File: config.mk
export PLATFORM = sky130hd
export DESIGN_NAME = multi_zone_hysteresis_demand_logger_flat
export DESIGN_NICKNAME = d
export VERILOG_FILES = /design/src/sv/mzhdl_pkg.sv /design/src/sv/mzhdl_req_if.sv /design/src/sv/mzhdl_rsp_if.sv /design/src/sv/multi_zone_hysteresis_demand_logger.sv /design/src/flat_wrapper.sv
export SDC_FILE = /design/constraint.sdc
export NUM_CORES = 2
export LEC_CHECK = 0
export ABC_CLOCK_PERIOD_IN_PS = 9200
export BUFFER_PORTS_ARGS = -buffer_cell sky130_fd_sc_hd__buf_4
export CORE_MARGIN = 4
export CORE_UTILIZATION = 56
export DETAILED_ROUTE_END_ITERATION = 12
export GPL_TIMING_DRIVEN = 0
export PLACE_DENSITY = 0.78
export REMOVE_ABC_BUFFERS = 1
export SETUP_SLACK_MARGIN = 0.4
export SYNTH_ARGS = -nofsm -noshare
export SYNTH_HDL_FRONTEND = slang
export SYNTH_SLANG_ARGS = --single-unit
File: constraint.sdc
create_clock -name clock -period 9.2 [get_ports clock]
set_input_delay 2.76 -clock clock [delete_from_list [all_inputs] [get_ports clock]]
set_output_delay 2.76 -clock clock [all_outputs]
set_load 0.05 [all_outputs]
File: src/sv/mzhdl_pkg.sv
// ----------------------------------------------------------------------------
// mzhdl_pkg
// Shared widths, codes and record types of the multi-zone demand logger.
// ----------------------------------------------------------------------------
`default_nettype none

package mzhdl_pkg;

   // sizing
   localparam int ZONES     = 3;
   localparam int LOG_DEPTH = 16;

   // fixed field widths
   localparam int FUNC_W    = 1;
   localparam int LINES_W   = 3;
   localparam int STAMP_W   = 31;
   localparam int IDX_W     = 4;
   localparam int KIND_W    = 2;
   localparam int ZONE_ID_W = 2;
   localparam int COUNT_W   = 10;
   localparam int STEP_W    = 8;

   // derived widths
   localparam int LOG_AW   = (LOG_DEPTH > 1) ? $clog2(LOG_DEPTH) : 1;
   localparam int FILL_W   = $clog2(LOG_DEPTH + 1);
   localparam int RB_DEPTH = ZONES + 1;
   localparam int RB_AW    = $clog2(RB_DEPTH);
   localparam int RB_CW    = $clog2(RB_DEPTH + 1);
   localparam int FSUM_W   = FILL_W + RB_CW;
   localparam int LV_W     = (ZONES > LINES_W) ? ZONES : LINES_W;
   localparam int RD_W     = ((IDX_W > LOG_AW) ? IDX_W : LOG_AW) + 2;

   // configuration port
   localparam int CSR_AW = 5;
   localparam int CSR_DW = 32;

   // register reset values
   localparam logic [COUNT_W-1:0] COUNT_MAX_RST = COUNT_W'(500);
   localparam logic [COUNT_W-1:0] ON_THR_RST    = COUNT_W'(400);
   localparam logic [COUNT_W-1:0] OFF_THR_RST   = COUNT_W'(100);
   localparam logic [STEP_W-1:0]  UP_STEP_RST   = STEP_W'(5);
   localparam logic [STEP_W-1:0]  DOWN_STEP_RST = STEP_W'(1);
   localparam logic [COUNT_W-1:0] COUNT_RST     = COUNT_W'(250);

   typedef enum logic [2:0] {
      REG_COUNT_MAX = 3'd0,
      REG_ON_THR    = 3'd1,
      REG_OFF_THR   = 3'd2,
      REG_UP_STEP   = 3'd3,
      REG_DOWN_STEP = 3'd4
   } reg_index_type;

   typedef enum logic [FUNC_W-1:0] {
      FUNC_POLL     = 1'b0,
      FUNC_LOG_READ = 1'b1
   } func_type;

   typedef enum logic [KIND_W-1:0] {
      KIND_EVENT   = 2'd0,
      KIND_SUMMARY = 2'd1,
      KIND_LOG     = 2'd2
   } kind_type;

   typedef enum logic [1:0] {
      DEM_UNKNOWN = 2'd0,
      DEM_ON      = 2'd1,
      DEM_OFF     = 2'd2
   } demand_type;

   typedef struct packed {
      logic [ZONE_ID_W-1:0] zone;
      logic                 on;
      logic [STAMP_W-1:0]   stamp;
   } log_entry_type;

   typedef struct packed {
      kind_type             kind;
      logic [ZONE_ID_W-1:0] zone_id;
      logic                 demand_on;
      logic [STAMP_W-1:0]   stamp;
      logic                 entry_valid;
      logic [STAMP_W-1:0]   poll_total;
      logic [STAMP_W-1:0]   last_change_time;
      logic                 last;
   } rsp_type;

endpackage

`default_nettype wire

File: src/sv/mzhdl_req_if.sv
// ----------------------------------------------------------------------------
// mzhdl_req_if
// Request channel: poll or log-read items with valid/ready handshake.
// ----------------------------------------------------------------------------
`default_nettype none

interface mzhdl_req_if;
   logic                                valid;
   logic                                ready;
   logic [mzhdl_pkg::FUNC_W-1:0]        func;
   logic [mzhdl_pkg::LINES_W-1:0]       line_levels;
   logic [mzhdl_pkg::STAMP_W-1:0]       now_time;
   logic [mzhdl_pkg::IDX_W-1:0]         log_index;

   modport source (output valid, func, line_levels, now_time, log_index, input ready);
   modport sink   (input valid, func, line_levels, now_time, log_index, output ready);
endinterface

`default_nettype wire

File: src/sv/mzhdl_rsp_if.sv
// ----------------------------------------------------------------------------
// mzhdl_rsp_if
// Result channel: events, poll summaries and log entries.
// ----------------------------------------------------------------------------
`default_nettype none

interface mzhdl_rsp_if;
   logic                                valid;
   logic                                ready;
   logic [mzhdl_pkg::KIND_W-1:0]        kind;
   logic [mzhdl_pkg::ZONE_ID_W-1:0]     zone_id;
   logic                                demand_on;
   logic [mzhdl_pkg::STAMP_W-1:0]       stamp;
   logic                                entry_valid;
   logic [mzhdl_pkg::STAMP_W-1:0]       poll_total;
   logic [mzhdl_pkg::STAMP_W-1:0]       last_change_time;
   logic                                last;

   modport source (output valid, kind, zone_id, demand_on, stamp, entry_valid,
                   poll_total, last_change_time, last, input ready);
   modport sink   (input valid, kind, zone_id, demand_on, stamp, entry_valid,
                   poll_total, last_change_time, last, output ready);
endinterface

`default_nettype wire

File: src/sv/multi_zone_hysteresis_demand_logger.sv
// ----------------------------------------------------------------------------
// multi_zone_hysteresis_demand_logger
// Per-zone integrating debounce with on/off hysteresis, change events,
// a newest-first event log and a summary result per poll.
// ----------------------------------------------------------------------------
//
//   port     dir   kind        moves
//   req_bus  in    valid/ready poll (func 0) or log read (func 1)
//   rsp_bus  out   valid/ready event, poll summary or log entry
//   csr_*    in    APB write   count_max, thresholds, steps at 4*index
//
// An item is taken into an input register and worked once the result buffer
// drains; a poll with k demand changes gives k+1 results, a log read gives
// one; the output moves one result per cycle while rsp_bus.ready is high.
// The input register refills while results still wait, so req ready only
// drops when both the input register and the result buffer are occupied.
// Synchronous reset loads the register defaults, counts of 250, unknown
// demand and an empty log; log contents are not cleared, no clearing pass.
// ----------------------------------------------------------------------------
`default_nettype none

module multi_zone_hysteresis_demand_logger (
   input  wire                              clock,
   input  wire                              reset,
   mzhdl_req_if.sink                        req_bus,
   mzhdl_rsp_if.source                      rsp_bus,
   input  wire                              csr_psel,
   input  wire                              csr_penable,
   input  wire                              csr_pwrite,
   input  wire  [mzhdl_pkg::CSR_AW-1:0]     csr_paddr,
   input  wire  [mzhdl_pkg::CSR_DW-1:0]     csr_pwdata,
   output logic [mzhdl_pkg::CSR_DW-1:0]     csr_prdata,
   output logic                             csr_pready
);

   localparam int ZONES   = mzhdl_pkg::ZONES;
   localparam int COUNT_W = mzhdl_pkg::COUNT_W;
   localparam int STEP_W  = mzhdl_pkg::STEP_W;
   localparam int STAMP_W = mzhdl_pkg::STAMP_W;
   localparam int LOG_AW  = mzhdl_pkg::LOG_AW;
   localparam int FILL_W  = mzhdl_pkg::FILL_W;
   localparam int RB_AW   = mzhdl_pkg::RB_AW;
   localparam int RB_CW   = mzhdl_pkg::RB_CW;
   localparam int FSUM_W  = mzhdl_pkg::FSUM_W;
   localparam int RD_W    = mzhdl_pkg::RD_W;

   // configuration registers
   logic [COUNT_W-1:0] count_max_ff, on_thr_ff, off_thr_ff;
   logic [STEP_W-1:0]  up_step_ff, down_step_ff;

   // input register
   logic                               in_valid_ff;
   mzhdl_pkg::func_type                in_func_ff;
   logic [mzhdl_pkg::LINES_W-1:0]      in_lines_ff;
   logic [STAMP_W-1:0]                 in_time_ff;
   logic [mzhdl_pkg::IDX_W-1:0]        in_idx_ff;

   // block state
   logic [COUNT_W-1:0]                 counts_ff [ZONES];
   mzhdl_pkg::demand_type              demand_ff [ZONES];
   mzhdl_pkg::log_entry_type           log_ff [mzhdl_pkg::LOG_DEPTH];
   logic [LOG_AW-1:0]                  head_ff;
   logic [FILL_W-1:0]                  fill_ff;
   logic [STAMP_W-1:0]                 polls_ff;
   logic [STAMP_W-1:0]                 ctime_ff;

   // result buffer
   mzhdl_pkg::rsp_type                 res_ff [mzhdl_pkg::RB_DEPTH];
   logic [RB_AW-1:0]                   rd_ff;
   logic [RB_CW-1:0]                   cnt_ff;

   // handshake
   logic accept, pop, buf_free, fire;

   // per-zone next state
   logic [COUNT_W-1:0]                 count_in  [ZONES];
   mzhdl_pkg::demand_type              demand_in [ZONES];
   logic [ZONES-1:0]                   changed;
   logic [RB_CW-1:0]                   rank      [ZONES];
   logic [LOG_AW-1:0]                  lslot     [ZONES];
   logic [RB_CW-1:0]                   n_evt;
   logic [LOG_AW-1:0]                  head_in;
   logic [FILL_W-1:0]                  fill_in;
   logic [STAMP_W-1:0]                 polls_in;
   logic [STAMP_W-1:0]                 ctime_in;

   // log read
   logic                               rd_valid;
   logic [RD_W-1:0]                    rd_slot;
   mzhdl_pkg::log_entry_type           rd_entry;
   mzhdl_pkg::rsp_type                 log_rsp;
   mzhdl_pkg::rsp_type                 sum_rsp;
   mzhdl_pkg::rsp_type                 out_rsp;

   // ---------------------------------------------------------------------
   // handshake and flow control
   assign pop      = rsp_bus.valid && rsp_bus.ready;
   assign buf_free = (cnt_ff == '0) || ((cnt_ff == RB_CW'(1)) && pop);
   assign fire     = in_valid_ff && buf_free;
   assign req_bus.ready = !in_valid_ff || fire;
   assign accept   = req_bus.valid && req_bus.ready;

   // ---------------------------------------------------------------------
   // register write and readback
   always_ff @(posedge clock) begin
      if (reset) begin
         count_max_ff <= mzhdl_pkg::COUNT_MAX_RST;
         on_thr_ff    <= mzhdl_pkg::ON_THR_RST;
         off_thr_ff   <= mzhdl_pkg::OFF_THR_RST;
         up_step_ff   <= mzhdl_pkg::UP_STEP_RST;
         down_step_ff <= mzhdl_pkg::DOWN_STEP_RST;
      end else if (csr_psel && csr_penable && csr_pwrite && csr_pready) begin
         unique case (mzhdl_pkg::reg_index_type'(csr_paddr[4:2]))
            mzhdl_pkg::REG_COUNT_MAX: count_max_ff <= csr_pwdata[COUNT_W-1:0];
            mzhdl_pkg::REG_ON_THR:    on_thr_ff    <= csr_pwdata[COUNT_W-1:0];
            mzhdl_pkg::REG_OFF_THR:   off_thr_ff   <= csr_pwdata[COUNT_W-1:0];
            mzhdl_pkg::REG_UP_STEP:   up_step_ff   <= csr_pwdata[STEP_W-1:0];
            mzhdl_pkg::REG_DOWN_STEP: down_step_ff <= csr_pwdata[STEP_W-1:0];
            default: ;
         endcase
      end
   end

   assign csr_pready = 1'b1;

   always_comb begin
      unique case (mzhdl_pkg::reg_index_type'(csr_paddr[4:2]))
         mzhdl_pkg::REG_COUNT_MAX: csr_prdata = mzhdl_pkg::CSR_DW'(count_max_ff);
         mzhdl_pkg::REG_ON_THR:    csr_prdata = mzhdl_pkg::CSR_DW'(on_thr_ff);
         mzhdl_pkg::REG_OFF_THR:   csr_prdata = mzhdl_pkg::CSR_DW'(off_thr_ff);
         mzhdl_pkg::REG_UP_STEP:   csr_prdata = mzhdl_pkg::CSR_DW'(up_step_ff);
         mzhdl_pkg::REG_DOWN_STEP: csr_prdata = mzhdl_pkg::CSR_DW'(down_step_ff);
         default:                  csr_prdata = '0;
      endcase
   end

   // ---------------------------------------------------------------------
   // input register
   always_ff @(posedge clock) begin
      if (reset) begin
         in_valid_ff <= 1'b0;
      end else if (accept) begin
         in_valid_ff <= 1'b1;
      end else if (fire) begin
         in_valid_ff <= 1'b0;
      end
   end

   always_ff @(posedge clock) begin
      if (accept) begin
         in_func_ff  <= mzhdl_pkg::func_type'(req_bus.func);
         in_lines_ff <= req_bus.line_levels;
         in_time_ff  <= req_bus.now_time;
         in_idx_ff   <= req_bus.log_index;
      end
   end

   // ---------------------------------------------------------------------
   // integrating counters and hysteresis, one lane per zone
   always_comb begin
      logic [mzhdl_pkg::LV_W-1:0] lines_wide;
      logic [COUNT_W:0]           sum;
      logic [COUNT_W-1:0]         c;
      lines_wide = mzhdl_pkg::LV_W'(in_lines_ff);
      for (int z = 0; z < ZONES; z++) begin
         c   = counts_ff[z];
         sum = {1'b0, c} + (COUNT_W + 1)'(up_step_ff);
         demand_in[z] = demand_ff[z];
         if (lines_wide[z]) begin
            count_in[z] = (c > COUNT_W'(down_step_ff)) ? c - COUNT_W'(down_step_ff) : '0;
            if (count_in[z] < off_thr_ff) begin
               demand_in[z] = mzhdl_pkg::DEM_OFF;
            end
         end else begin
            count_in[z] = (sum > {1'b0, count_max_ff}) ? count_max_ff : sum[COUNT_W-1:0];
            if (count_in[z] > on_thr_ff) begin
               demand_in[z] = mzhdl_pkg::DEM_ON;
            end
         end
         changed[z] = (demand_in[z] != demand_ff[z]);
      end
   end

   // ---------------------------------------------------------------------
   // event ranks and log slots in zone order
   always_comb begin
      logic [RB_CW-1:0]  n;
      logic [LOG_AW-1:0] slot;
      n    = '0;
      slot = head_ff;
      for (int z = 0; z < ZONES; z++) begin
         rank[z]  = n;
         lslot[z] = slot;
         if (changed[z]) begin
            n    = n + RB_CW'(1);
            slot = (slot == LOG_AW'(mzhdl_pkg::LOG_DEPTH - 1)) ? '0 : slot + LOG_AW'(1);
         end
      end
      n_evt   = n;
      head_in = slot;
   end

   // fill clamps at the log depth
   always_comb begin
      logic [FSUM_W-1:0] fsum;
      fsum = FSUM_W'(fill_ff) + FSUM_W'(n_evt);
      fill_in = (fsum > FSUM_W'(mzhdl_pkg::LOG_DEPTH)) ?
                FILL_W'(mzhdl_pkg::LOG_DEPTH) : fsum[FILL_W-1:0];
   end

   assign polls_in = polls_ff + STAMP_W'(1);
   assign ctime_in = (n_evt != '0) ? in_time_ff : ctime_ff;

   // poll summary
   always_comb begin
      sum_rsp                  = '0;
      sum_rsp.kind             = mzhdl_pkg::KIND_SUMMARY;
      sum_rsp.stamp            = in_time_ff;
      sum_rsp.poll_total       = polls_in;
      sum_rsp.last_change_time = ctime_in;
      sum_rsp.last             = 1'b1;
   end

   // ---------------------------------------------------------------------
   // log read, index 0 is the entry just before the head
   assign rd_valid = (FSUM_W'(in_idx_ff) < FSUM_W'(fill_ff));

   always_comb begin
      logic [RD_W-1:0] h, i;
      h = RD_W'(head_ff);
      i = RD_W'(in_idx_ff);
      if (h > i) begin
         rd_slot = h - RD_W'(1) - i;
      end else begin
         rd_slot = h + RD_W'(mzhdl_pkg::LOG_DEPTH - 1) - i;
      end
   end

   assign rd_entry = log_ff[rd_slot[LOG_AW-1:0]];

   always_comb begin
      log_rsp             = '0;
      log_rsp.kind        = mzhdl_pkg::KIND_LOG;
      log_rsp.entry_valid = rd_valid;
      log_rsp.last        = 1'b1;
      if (rd_valid) begin
         log_rsp.zone_id   = rd_entry.zone;
         log_rsp.demand_on = rd_entry.on;
         log_rsp.stamp     = rd_entry.stamp;
      end
   end

   // ---------------------------------------------------------------------
   // zone and log control state
   always_ff @(posedge clock) begin
      if (reset) begin
         for (int z = 0; z < ZONES; z++) begin
            counts_ff[z] <= mzhdl_pkg::COUNT_RST;
            demand_ff[z] <= mzhdl_pkg::DEM_UNKNOWN;
         end
         head_ff  <= '0;
         fill_ff  <= '0;
         polls_ff <= '0;
         ctime_ff <= '0;
      end else if (fire && (in_func_ff == mzhdl_pkg::FUNC_POLL)) begin
         for (int z = 0; z < ZONES; z++) begin
            counts_ff[z] <= count_in[z];
            demand_ff[z] <= demand_in[z];
         end
         head_ff  <= head_in;
         fill_ff  <= fill_in;
         polls_ff <= polls_in;
         ctime_ff <= ctime_in;
      end
   end

   // log entries and result buffer contents
   always_ff @(posedge clock) begin
      if (fire) begin
         if (in_func_ff == mzhdl_pkg::FUNC_POLL) begin
            for (int z = 0; z < ZONES; z++) begin
               if (changed[z]) begin
                  log_ff[lslot[z]] <= '{zone:  mzhdl_pkg::ZONE_ID_W'(z),
                                        on:    (demand_in[z] == mzhdl_pkg::DEM_ON),
                                        stamp: in_time_ff};
                  res_ff[rank[z][RB_AW-1:0]] <= '{
                     kind:             mzhdl_pkg::KIND_EVENT,
                     zone_id:          mzhdl_pkg::ZONE_ID_W'(z),
                     demand_on:        (demand_in[z] == mzhdl_pkg::DEM_ON),
                     stamp:            in_time_ff,
                     entry_valid:      1'b0,
                     poll_total:       '0,
                     last_change_time: '0,
                     last:             1'b0};
               end
            end
            res_ff[n_evt[RB_AW-1:0]] <= sum_rsp;
         end else begin
            res_ff[0] <= log_rsp;
         end
      end
   end

   // result buffer pointers
   always_ff @(posedge clock) begin
      if (reset) begin
         rd_ff  <= '0;
         cnt_ff <= '0;
      end else if (fire) begin
         rd_ff  <= '0;
         cnt_ff <= (in_func_ff == mzhdl_pkg::FUNC_POLL) ? n_evt + RB_CW'(1) : RB_CW'(1);
      end else if (pop) begin
         rd_ff  <= rd_ff + RB_AW'(1);
         cnt_ff <= cnt_ff - RB_CW'(1);
      end
   end

   // ---------------------------------------------------------------------
   // result channel
   assign out_rsp                  = res_ff[rd_ff];
   assign rsp_bus.valid            = (cnt_ff != '0);
   assign rsp_bus.kind             = out_rsp.kind;
   assign rsp_bus.zone_id          = out_rsp.zone_id;
   assign rsp_bus.demand_on        = out_rsp.demand_on;
   assign rsp_bus.stamp            = out_rsp.stamp;
   assign rsp_bus.entry_valid      = out_rsp.entry_valid;
   assign rsp_bus.poll_total       = out_rsp.poll_total;
   assign rsp_bus.last_change_time = out_rsp.last_change_time;
   assign rsp_bus.last             = out_rsp.last;

   // ---------------------------------------------------------------------
   // checks

   // the log never reports more entries than it holds
   a_fill_bound: assert property (@(posedge clock) disable iff (reset)
      fill_ff <= FILL_W'(mzhdl_pkg::LOG_DEPTH))
      else $error("log fill beyond depth");

   // a worked item always leaves a result waiting
   a_fire_result: assert property (@(posedge clock) disable iff (reset)
      fire |=> rsp_bus.valid)
      else $error("no result after item was worked");

   // the last flag marks exactly the final buffered result
   a_last_final: assert property (@(posedge clock) disable iff (reset)
      rsp_bus.valid |-> (rsp_bus.last == (cnt_ff == RB_CW'(1))))
      else $error("last flag out of step with buffer");

   // a new item is worked only once the buffer empties
   a_no_overrun: assert property (@(posedge clock) disable iff (reset)
      (rsp_bus.valid && !rsp_bus.ready) |-> !fire)
      else $error("result buffer overwritten while stalled");

endmodule

`default_nettype wire
File: src/flat_wrapper.sv
// flat-port wrapper written by rule: the top's interface ports become plain ports
module multi_zone_hysteresis_demand_logger_flat 
  (clock, reset, csr_psel, csr_penable, csr_pwrite, csr_paddr, csr_pwdata, csr_prdata, csr_pready, req_bus_valid, req_bus_func, req_bus_line_levels, req_bus_now_time, req_bus_log_index, req_bus_ready, rsp_bus_valid, rsp_bus_kind, rsp_bus_zone_id, rsp_bus_demand_on, rsp_bus_stamp, rsp_bus_entry_valid, rsp_bus_poll_total, rsp_bus_last_change_time, rsp_bus_last, rsp_bus_ready);
  mzhdl_req_if req_bus_i ();
  mzhdl_rsp_if rsp_bus_i ();
  input  wire clock;
  input  wire reset;
  input  wire csr_psel;
  input  wire csr_penable;
  input  wire csr_pwrite;
  input  wire  [mzhdl_pkg::CSR_AW-1:0] csr_paddr;
  input  wire  [mzhdl_pkg::CSR_DW-1:0] csr_pwdata;
  output logic [mzhdl_pkg::CSR_DW-1:0] csr_prdata;
  output logic csr_pready;
  input wire logic [$bits(req_bus_i.valid)-1:0] req_bus_valid;
  input wire logic [$bits(req_bus_i.func)-1:0] req_bus_func;
  input wire logic [$bits(req_bus_i.line_levels)-1:0] req_bus_line_levels;
  input wire logic [$bits(req_bus_i.now_time)-1:0] req_bus_now_time;
  input wire logic [$bits(req_bus_i.log_index)-1:0] req_bus_log_index;
  output wire logic [$bits(req_bus_i.ready)-1:0] req_bus_ready;
  output wire logic [$bits(rsp_bus_i.valid)-1:0] rsp_bus_valid;
  output wire logic [$bits(rsp_bus_i.kind)-1:0] rsp_bus_kind;
  output wire logic [$bits(rsp_bus_i.zone_id)-1:0] rsp_bus_zone_id;
  output wire logic [$bits(rsp_bus_i.demand_on)-1:0] rsp_bus_demand_on;
  output wire logic [$bits(rsp_bus_i.stamp)-1:0] rsp_bus_stamp;
  output wire logic [$bits(rsp_bus_i.entry_valid)-1:0] rsp_bus_entry_valid;
  output wire logic [$bits(rsp_bus_i.poll_total)-1:0] rsp_bus_poll_total;
  output wire logic [$bits(rsp_bus_i.last_change_time)-1:0] rsp_bus_last_change_time;
  output wire logic [$bits(rsp_bus_i.last)-1:0] rsp_bus_last;
  input wire logic [$bits(rsp_bus_i.ready)-1:0] rsp_bus_ready;
  assign req_bus_i.valid = req_bus_valid;
  assign req_bus_i.func = req_bus_func;
  assign req_bus_i.line_levels = req_bus_line_levels;
  assign req_bus_i.now_time = req_bus_now_time;
  assign req_bus_i.log_index = req_bus_log_index;
  assign req_bus_ready = req_bus_i.ready;
  assign rsp_bus_valid = rsp_bus_i.valid;
  assign rsp_bus_kind = rsp_bus_i.kind;
  assign rsp_bus_zone_id = rsp_bus_i.zone_id;
  assign rsp_bus_demand_on = rsp_bus_i.demand_on;
  assign rsp_bus_stamp = rsp_bus_i.stamp;
  assign rsp_bus_entry_valid = rsp_bus_i.entry_valid;
  assign rsp_bus_poll_total = rsp_bus_i.poll_total;
  assign rsp_bus_last_change_time = rsp_bus_i.last_change_time;
  assign rsp_bus_last = rsp_bus_i.last;
  assign rsp_bus_i.ready = rsp_bus_ready;
  multi_zone_hysteresis_demand_logger u_core (.clock(clock), .reset(reset), .req_bus(req_bus_i), .rsp_bus(rsp_bus_i), .csr_psel(csr_psel), .csr_penable(csr_penable), .csr_pwrite(csr_pwrite), .csr_paddr(csr_paddr), .csr_pwdata(csr_pwdata), .csr_prdata(csr_prdata), .csr_pready(csr_pready));
endmodule
# Yosys cells after proc, flatten, opt, wreduce, memory -nomap -nowiden
# Memory sizes are Yosys's and may differ from the RTL's. A register that Yosys moved wholly into a read port is not among the register bits.
# Index checks and enable logic that the tools add are counted.
[word_totals]
wordCells = 168
ramBits = 980
memories = 4
ff_bits = 162
rom_bits = 0
latch_bits = 0
input_bits = 83
[memory_table]
columns = ["name", "depth", "width", "rd", "rd_ports_with_merged_regs", "write_ports", "line_no", "rtl"]
rows = [
  ["u_core.log_ff", 16, 34, 1, 0, 3, "multi_zone_hysteresis_demand_logger.sv:61", "mzhdl_pkg::log_entry_type log_ff [mzhdl_pkg::LOG_DEPTH];"],
  ["u_core.res_ff", 4, 100, 1, 1, 4, "multi_zone_hysteresis_demand_logger.sv:68", "mzhdl_pkg::rsp_type res_ff [mzhdl_pkg::RB_DEPTH];"],
  ["u_core.counts_ff", 3, 10, 3, 0, 3, "multi_zone_hysteresis_demand_logger.sv:59", "logic [COUNT_W-1:0] counts_ff [ZONES];"],
  ["u_core.demand_ff", 3, 2, 3, 0, 3, "multi_zone_hysteresis_demand_logger.sv:60", "mzhdl_pkg::demand_type demand_ff [ZONES];"],
]
[op_classes]
bitwise_logic = 8
div = 0
multipliers = 0
n_eq_ne = 14
muxes = 69
add_sub_neg = 20
n_reduce_logical = 22
order_cmp = 15
shift = 0
[ops]
columns = ["cell", "n"]
rows = [
  ["2-to-1 mux 10 bit", 12],
  ["2-to-1 mux 100 bit", 1],
  ["one-hot mux 10 bit (5 select lines)", 1],
  ["2-to-1 mux 34 bit", 1],
  ["adder 10 x 8 -> 11 bit", 3],
  ["> comparator 11 x 10 -> 1 bit", 3],
  ["adder 31 x 1 -> 31 bit, second input constant", 1],
  ["2-to-1 mux 31 bit", 1],
  ["> comparator 10 bit", 3],
  ["> comparator 10 x 8 -> 1 bit", 3],
  ["less-than comparator 10 bit", 3],
  ["subtractor 10 x 8 -> 10 bit", 3],
  ["2-to-1 mux 2 bit", 14],
  ["2-to-1 mux 4 bit", 7],
  ["2-to-1 mux 1 bit", 26],
  ["2-to-1 mux 3 bit", 5],
  ["adder 4 x 1 -> 4 bit, second input constant", 3],
  ["equality test 4 bit, second input constant", 3],
  ["AND reduction 2 bit", 5],
  ["> comparator 8 x 5 -> 1 bit, second input constant", 1],
  ["subtractor 4 bit", 2],
  ["logical AND 1 bit", 7],
  ["OR 1 bit", 7],
  ["adder 3 x 1 -> 3 bit, second input constant", 2],
  ["other kinds (21)", 31],
]

# Depth between registers and ports, before layout
# An unclocked memory read counts as a cell.
[logic_depth]
word_depth = 16
mapped_depth = 37

# Least setup slack after synthesis
# Ideal clock, no wire load.
[synth_timing]
path_kind = "register to register"
from = "mem u_core.counts_ff[1][0], in the netlist u_core.counts_ff[0][10]"
to = "mem u_core.res_ff[2][10] (netlist name), enable pin"
path_buffers = 3
stages_incl_launch_ff = 35
setup_slack_ns = -0.521
arrival_time_ns = 9.231
period_less_slack_ns = 9.721
required_ns = 8.710
cell_sequence = "edfxtp_1 -> ha_1 -> fa_1 -> a21o_1 -> a21oi_1 -> o21bai_1 -> a21oi_1 -> o21bai_1 -> a21oi_1 -> xor2_1 -> inv_1 -> ha_1 -> a21o_1 -> a21oi_1 -> nand2_1 -> o31ai_1 -> a31oi_1 -> nor2_1 -> mux2_2 -> ha_1 -> nand4_1 -> a211oi_1 -> a211oi_1 -> a211o_1 -> nor3_1 -> or2_1 -> buf_2 -> buf_2 -> ha_1 -> nor2_1 -> a21oi_1 -> ha_1 -> nand2_1 -> nand2_1 -> clkbuf_1"
[synth_rtl]
columns = ["element", "line_no"]
rows = [
  ["start: declaration", "multi_zone_hysteresis_demand_logger.sv:59"],
  ["end: declaration", "multi_zone_hysteresis_demand_logger.sv:68"],
]

==> impl_metrics.csv <==
group,metric,value,unit
run_status,status,"completed",
routing,drt-wirelength-per-cell,26.5,um
routing,vias_per_cell,6.37,
sta,drv_slew,0,
routing,post-route-drc-count,0,
critical_path,cp_data_arrival_time,8.92,ns
global_route,grt_start_max_net_pins,92,
cts,cts_buffers,108,
cts,clock-sinks,1133,
logic_synthesis,ys.flop_type,"edfxtp_1",
global_route,grt_busiest_layer,"met2",
sta,final.setup.tns,0,ns
worst_hold_path,min_from,"u_core.log_ff[9][33]",
critical_path,cpMostUsedCell,"ha_1",
routing,wl,138,mm
critical_path,worstReg2RegStart,"u_core.up_step_ff[0]",
cts,hold_buffers,0,
logic_synthesis,ys_types,88,
cells_and_area,syn_to_final_growth,14.3,%
power,switching_share,34.2,%
floorplanning,dieArea,97800,um^2
critical_path,critPathMaxFanout,42,
cells_and_area,drive_gt1_share,19.1,%
logic_synthesis,ys_async_sr_fraction,0,%
cts,clk_pin_slew,0.06,ns
cts,cts_tree,"built",
power,intPower,10.5,mW
floorplanning,start_util,56.6,%
routing,drtIter0Drc,4187,
critical_path,reg2reg_to,"u_core.res_ff[2][71]",
sta,rsz0062_at_grt,"yes",
sta,setup_violations,0,
floorplanning,die_w,313,um
global_route,grt_pass1_wl,207,mm
routing,drtPass1Iterations,6,
power,p_comb_share,31.6,%
floorplanning,core,91900,um^2
routing,antenna_left,0,
sta,fmax,118,MHz
power,p_sw,5.45,mW
critical_path,reg2reg_setup_slack,0.71,ns
power,power_leakage,20.6,nW
global_route,met1_usage,36.9,%
cts,clk_path_buf_depth,3,
placement,dpl_cell_area,55600,um^2
sta,hold_violations,0,
sta,fin_crit_sh,92.2,%
power,power.total,15.9,mW
logic_synthesis,synth_edf_count,959,
critical_path,cp_slowest_stage_delay,0.42,ns
critical_path,worst_path_max_delay_cell,"dfxtp_1",
global_route,grt-ovfl-total,0,
placement,dp.cells,5001,
global_route,grt_use_met3,5.40,%
cells_and_area,nNetsFinal,4138,
sta,slew_headroom,19.6,%
sta,setup_ws,0.715,ns
floorplanning,chipHeight,313,um
placement,dp_slack,-0.615,ns
sta,worstMarginPinSlew,1.21,ns
global_route,antenna_found_initial,6,
sta,period_needed,8.49,ns
logic_synthesis,yosys_warnings,0,
placement,gp_congestion,0.913,
cts,cts_root_buf,"clkbuf_16",
logic_synthesis,ys_ff_latch,1133,
critical_path,crit_end,"u_core.res_ff[2][71]",
power,power_frac_clock,28.2,%
global_route,grt_usage,27.8,%
floorplanning,pin_count,218,
cells_and_area,stdcell_count,5219,
critical_path,worstPathRequired,9.63,ns
critical_path,end_kind,"register",
critical_path,critPathKind,"reg2reg",
placement,dp_hpwl,83.6,mm
cells_and_area,design_area,59500,um^2
critical_path,setup.worst_path.start,"u_core.up_step_ff[0]",
critical_path,start_kind,"register",
global_route,use_met2,45.5,%
placement,portBuffers,170,
logic_synthesis,netlist_instances,3711,
logic_synthesis,avgSynthCellArea,14.0,um^2
critical_path,r2r.worst_path.cells,33,
power,p_seq_share,40.2,%
cells_and_area,nFillCells,6330,
sta,skew,0.0336,ns
power,peakVddDrop,0.183,mV
worst_hold_path,min_path_type,"reg2reg",
cts,htree_levels,3,
routing,route.vias.total,33264,
logic_synthesis,netlist_area,52000,um^2
global_route,grt_pass1_vias,33674,
logic_synthesis,ys_seq_area_share,62.1,%
power,power_density,268,nW/um^2
cts,clock_latency,0.70,ns
run,max-cap-violations,0,
floorplanning,rows,111,
## area by class of cell
type                    instances  area (um^2)  share of cell area [%]
clock inverters                61          681                    1.14
repair buffers                256         2750                    4.62
inverters                     113          437                   0.734
multi-input cells            2269        18900                    31.7
flip-flops and latches       1133        32300                    54.3
diodes                          3         7.51                  0.0126
well taps                    1243         1560                    2.61
clock buffers                 141         2890                    4.85
## metal layers
metal	share of wire (%)	wire [um]
met1	38	52500
met2	48	66900
met3	9.3	12900
met4	4.3	5920
met5	0.033	46
## sequential cells by signal, indices dropped and copies added, names as in the netlist, 5 cells and up, named ones only
| name | flops |
|---|---|
| u_core.down_step_ff | 8 |
| u_core.fill_ff | 5 |
| u_core.polls_ff | 31 |
| u_core.log_ff | 544 |
| u_core.demand_ff | 6 |
| u_core.in_time_ff | 31 |
| u_core.count_max_ff | 10 |
| u_core.on_thr_ff | 10 |
| u_core.counts_ff | 30 |
| u_core.res_ff | 389 |
| u_core.ctime_ff | 31 |
| u_core.off_thr_ff | 10 |
| u_core.up_step_ff | 8 |
## cells in the mapped netlist, drive strengths merged (5+ instances only)
cell type  number  area, um^2
a21boi         11        82.6
a22o           35         307
dfxtp         174        3480
a32o           30         300
nor2          435        1640
fa              8         160
a211o          19         166
o22a            7        61.3
o21ai          74         374
buf            79         413
o211ai         20         150
a21o           43         323
nand2b         24         150
nand2         260         976
o21bai         14         105
clkbuf        139         522
nand4          26         163
mux2i         103        1030
nor3           29         145
a32oi           7        80.1
and2          124         776
xnor2          57         499
inv           113         424
nor2b          27         169
and3           17         106
a22oi           9        67.6
edfxtp        959       28800
nor3b           8        60.1
nor4            7        58.8
xor2           42         368
o22ai          14        87.6
o211a           5        50.1
or3            15        93.8
a21oi         113         573
o31a            6        52.6
nand3b         34         255
a211oi         13         103
nand3         102         510
mux2           26         293
ha            166        2080
o21a           27         203
mux4          233        5250
## how the worst min path moves through the flow
stage                                 to  slack [ns]  cells past startpoint
finish              u_core.log_ff[9][33]        0.45                      1
global route        u_core.log_ff[8][33]        0.47                      1
CTS                 u_core.log_ff[9][33]        0.45                      1
detailed placement  u_core.log_ff[9][33]        0.44                      1
global placement    u_core.res_ff[0][63]        0.43                      1
floorplan            u_core.res_ff[0][0]        0.42                      2
## placed cells by master (no fill, tap or decap), drive strengths merged, types with 113 or more instances in the layout
cell,instances
buf,255
dfxtp,174
ha,166
mux4,233
a21oi,113
and2,124
clkbuf,142
inv,113
nand2,260
nor2,436
edfxtp,959
## critical path: cells and delay by family (launching register included)
family                   cells  cell delay, ns
AO/OA/AOI/OAI               13            2.31
XOR/XNOR                     2            0.55
adder cells (fa/ha/maj)      6            2.02
buffers and inverters        3            0.49
flip-flops                   1            0.42
multiplexers                 1            0.41
AND/OR/NAND/NOR              8            1.93
## through the flow
| step | util [%] | hold WS (ns) |
|---|---|---|
| after global placement | 58.7 | 0.430 |
| after floorplan | - | 0.417 |
| after global routing | 64.7 | 0.474 |
| after detailed placement | 60.5 | 0.439 |
| after CTS | 64.5 | 0.454 |
| final | 64.7 | 0.452 |
## kinds of logic (layout without fill, tap and decap cells)
kind of cell    after synthesis  in the layout  share of synthesized area [%]
xor+xnor                     99             99                           1.67
fa+ha+maj                   175            175                           4.32
flops                      1133           1133                           62.1
mux                         362            362                           12.6
buf+inv                     331            571                           2.61
simple gates               1118           1119                           9.96
other cells                   2             26                         0.0144
compound gates              491            491                           6.73
## power by group through the flow
stage          combinational [mW]  sequential [mW]  clock, mW
6_report                     5.03             6.40       4.50
3_5_place_dp                 4.85             6.49          0
5_1_grt                      5.31             6.43       4.74
2_1_floorplan                3.41             6.44          0
4_1_cts                      4.95             6.39       4.52
3_3_place_gp                 4.87             6.61          0
## repair_timing
| action | 4_1_cts | 5_1_grt |
|---|---|---|
| gates resized for setup | 17 | 24 |
| setup endpoints to repair | 1224 | 1072 |
| pin swaps | 2 | 5 |
| buffers inserted | 3 | 8 |
| gates cloned | 1 | 1 |
No activity file was read; power rests on OpenSTA's default activity.
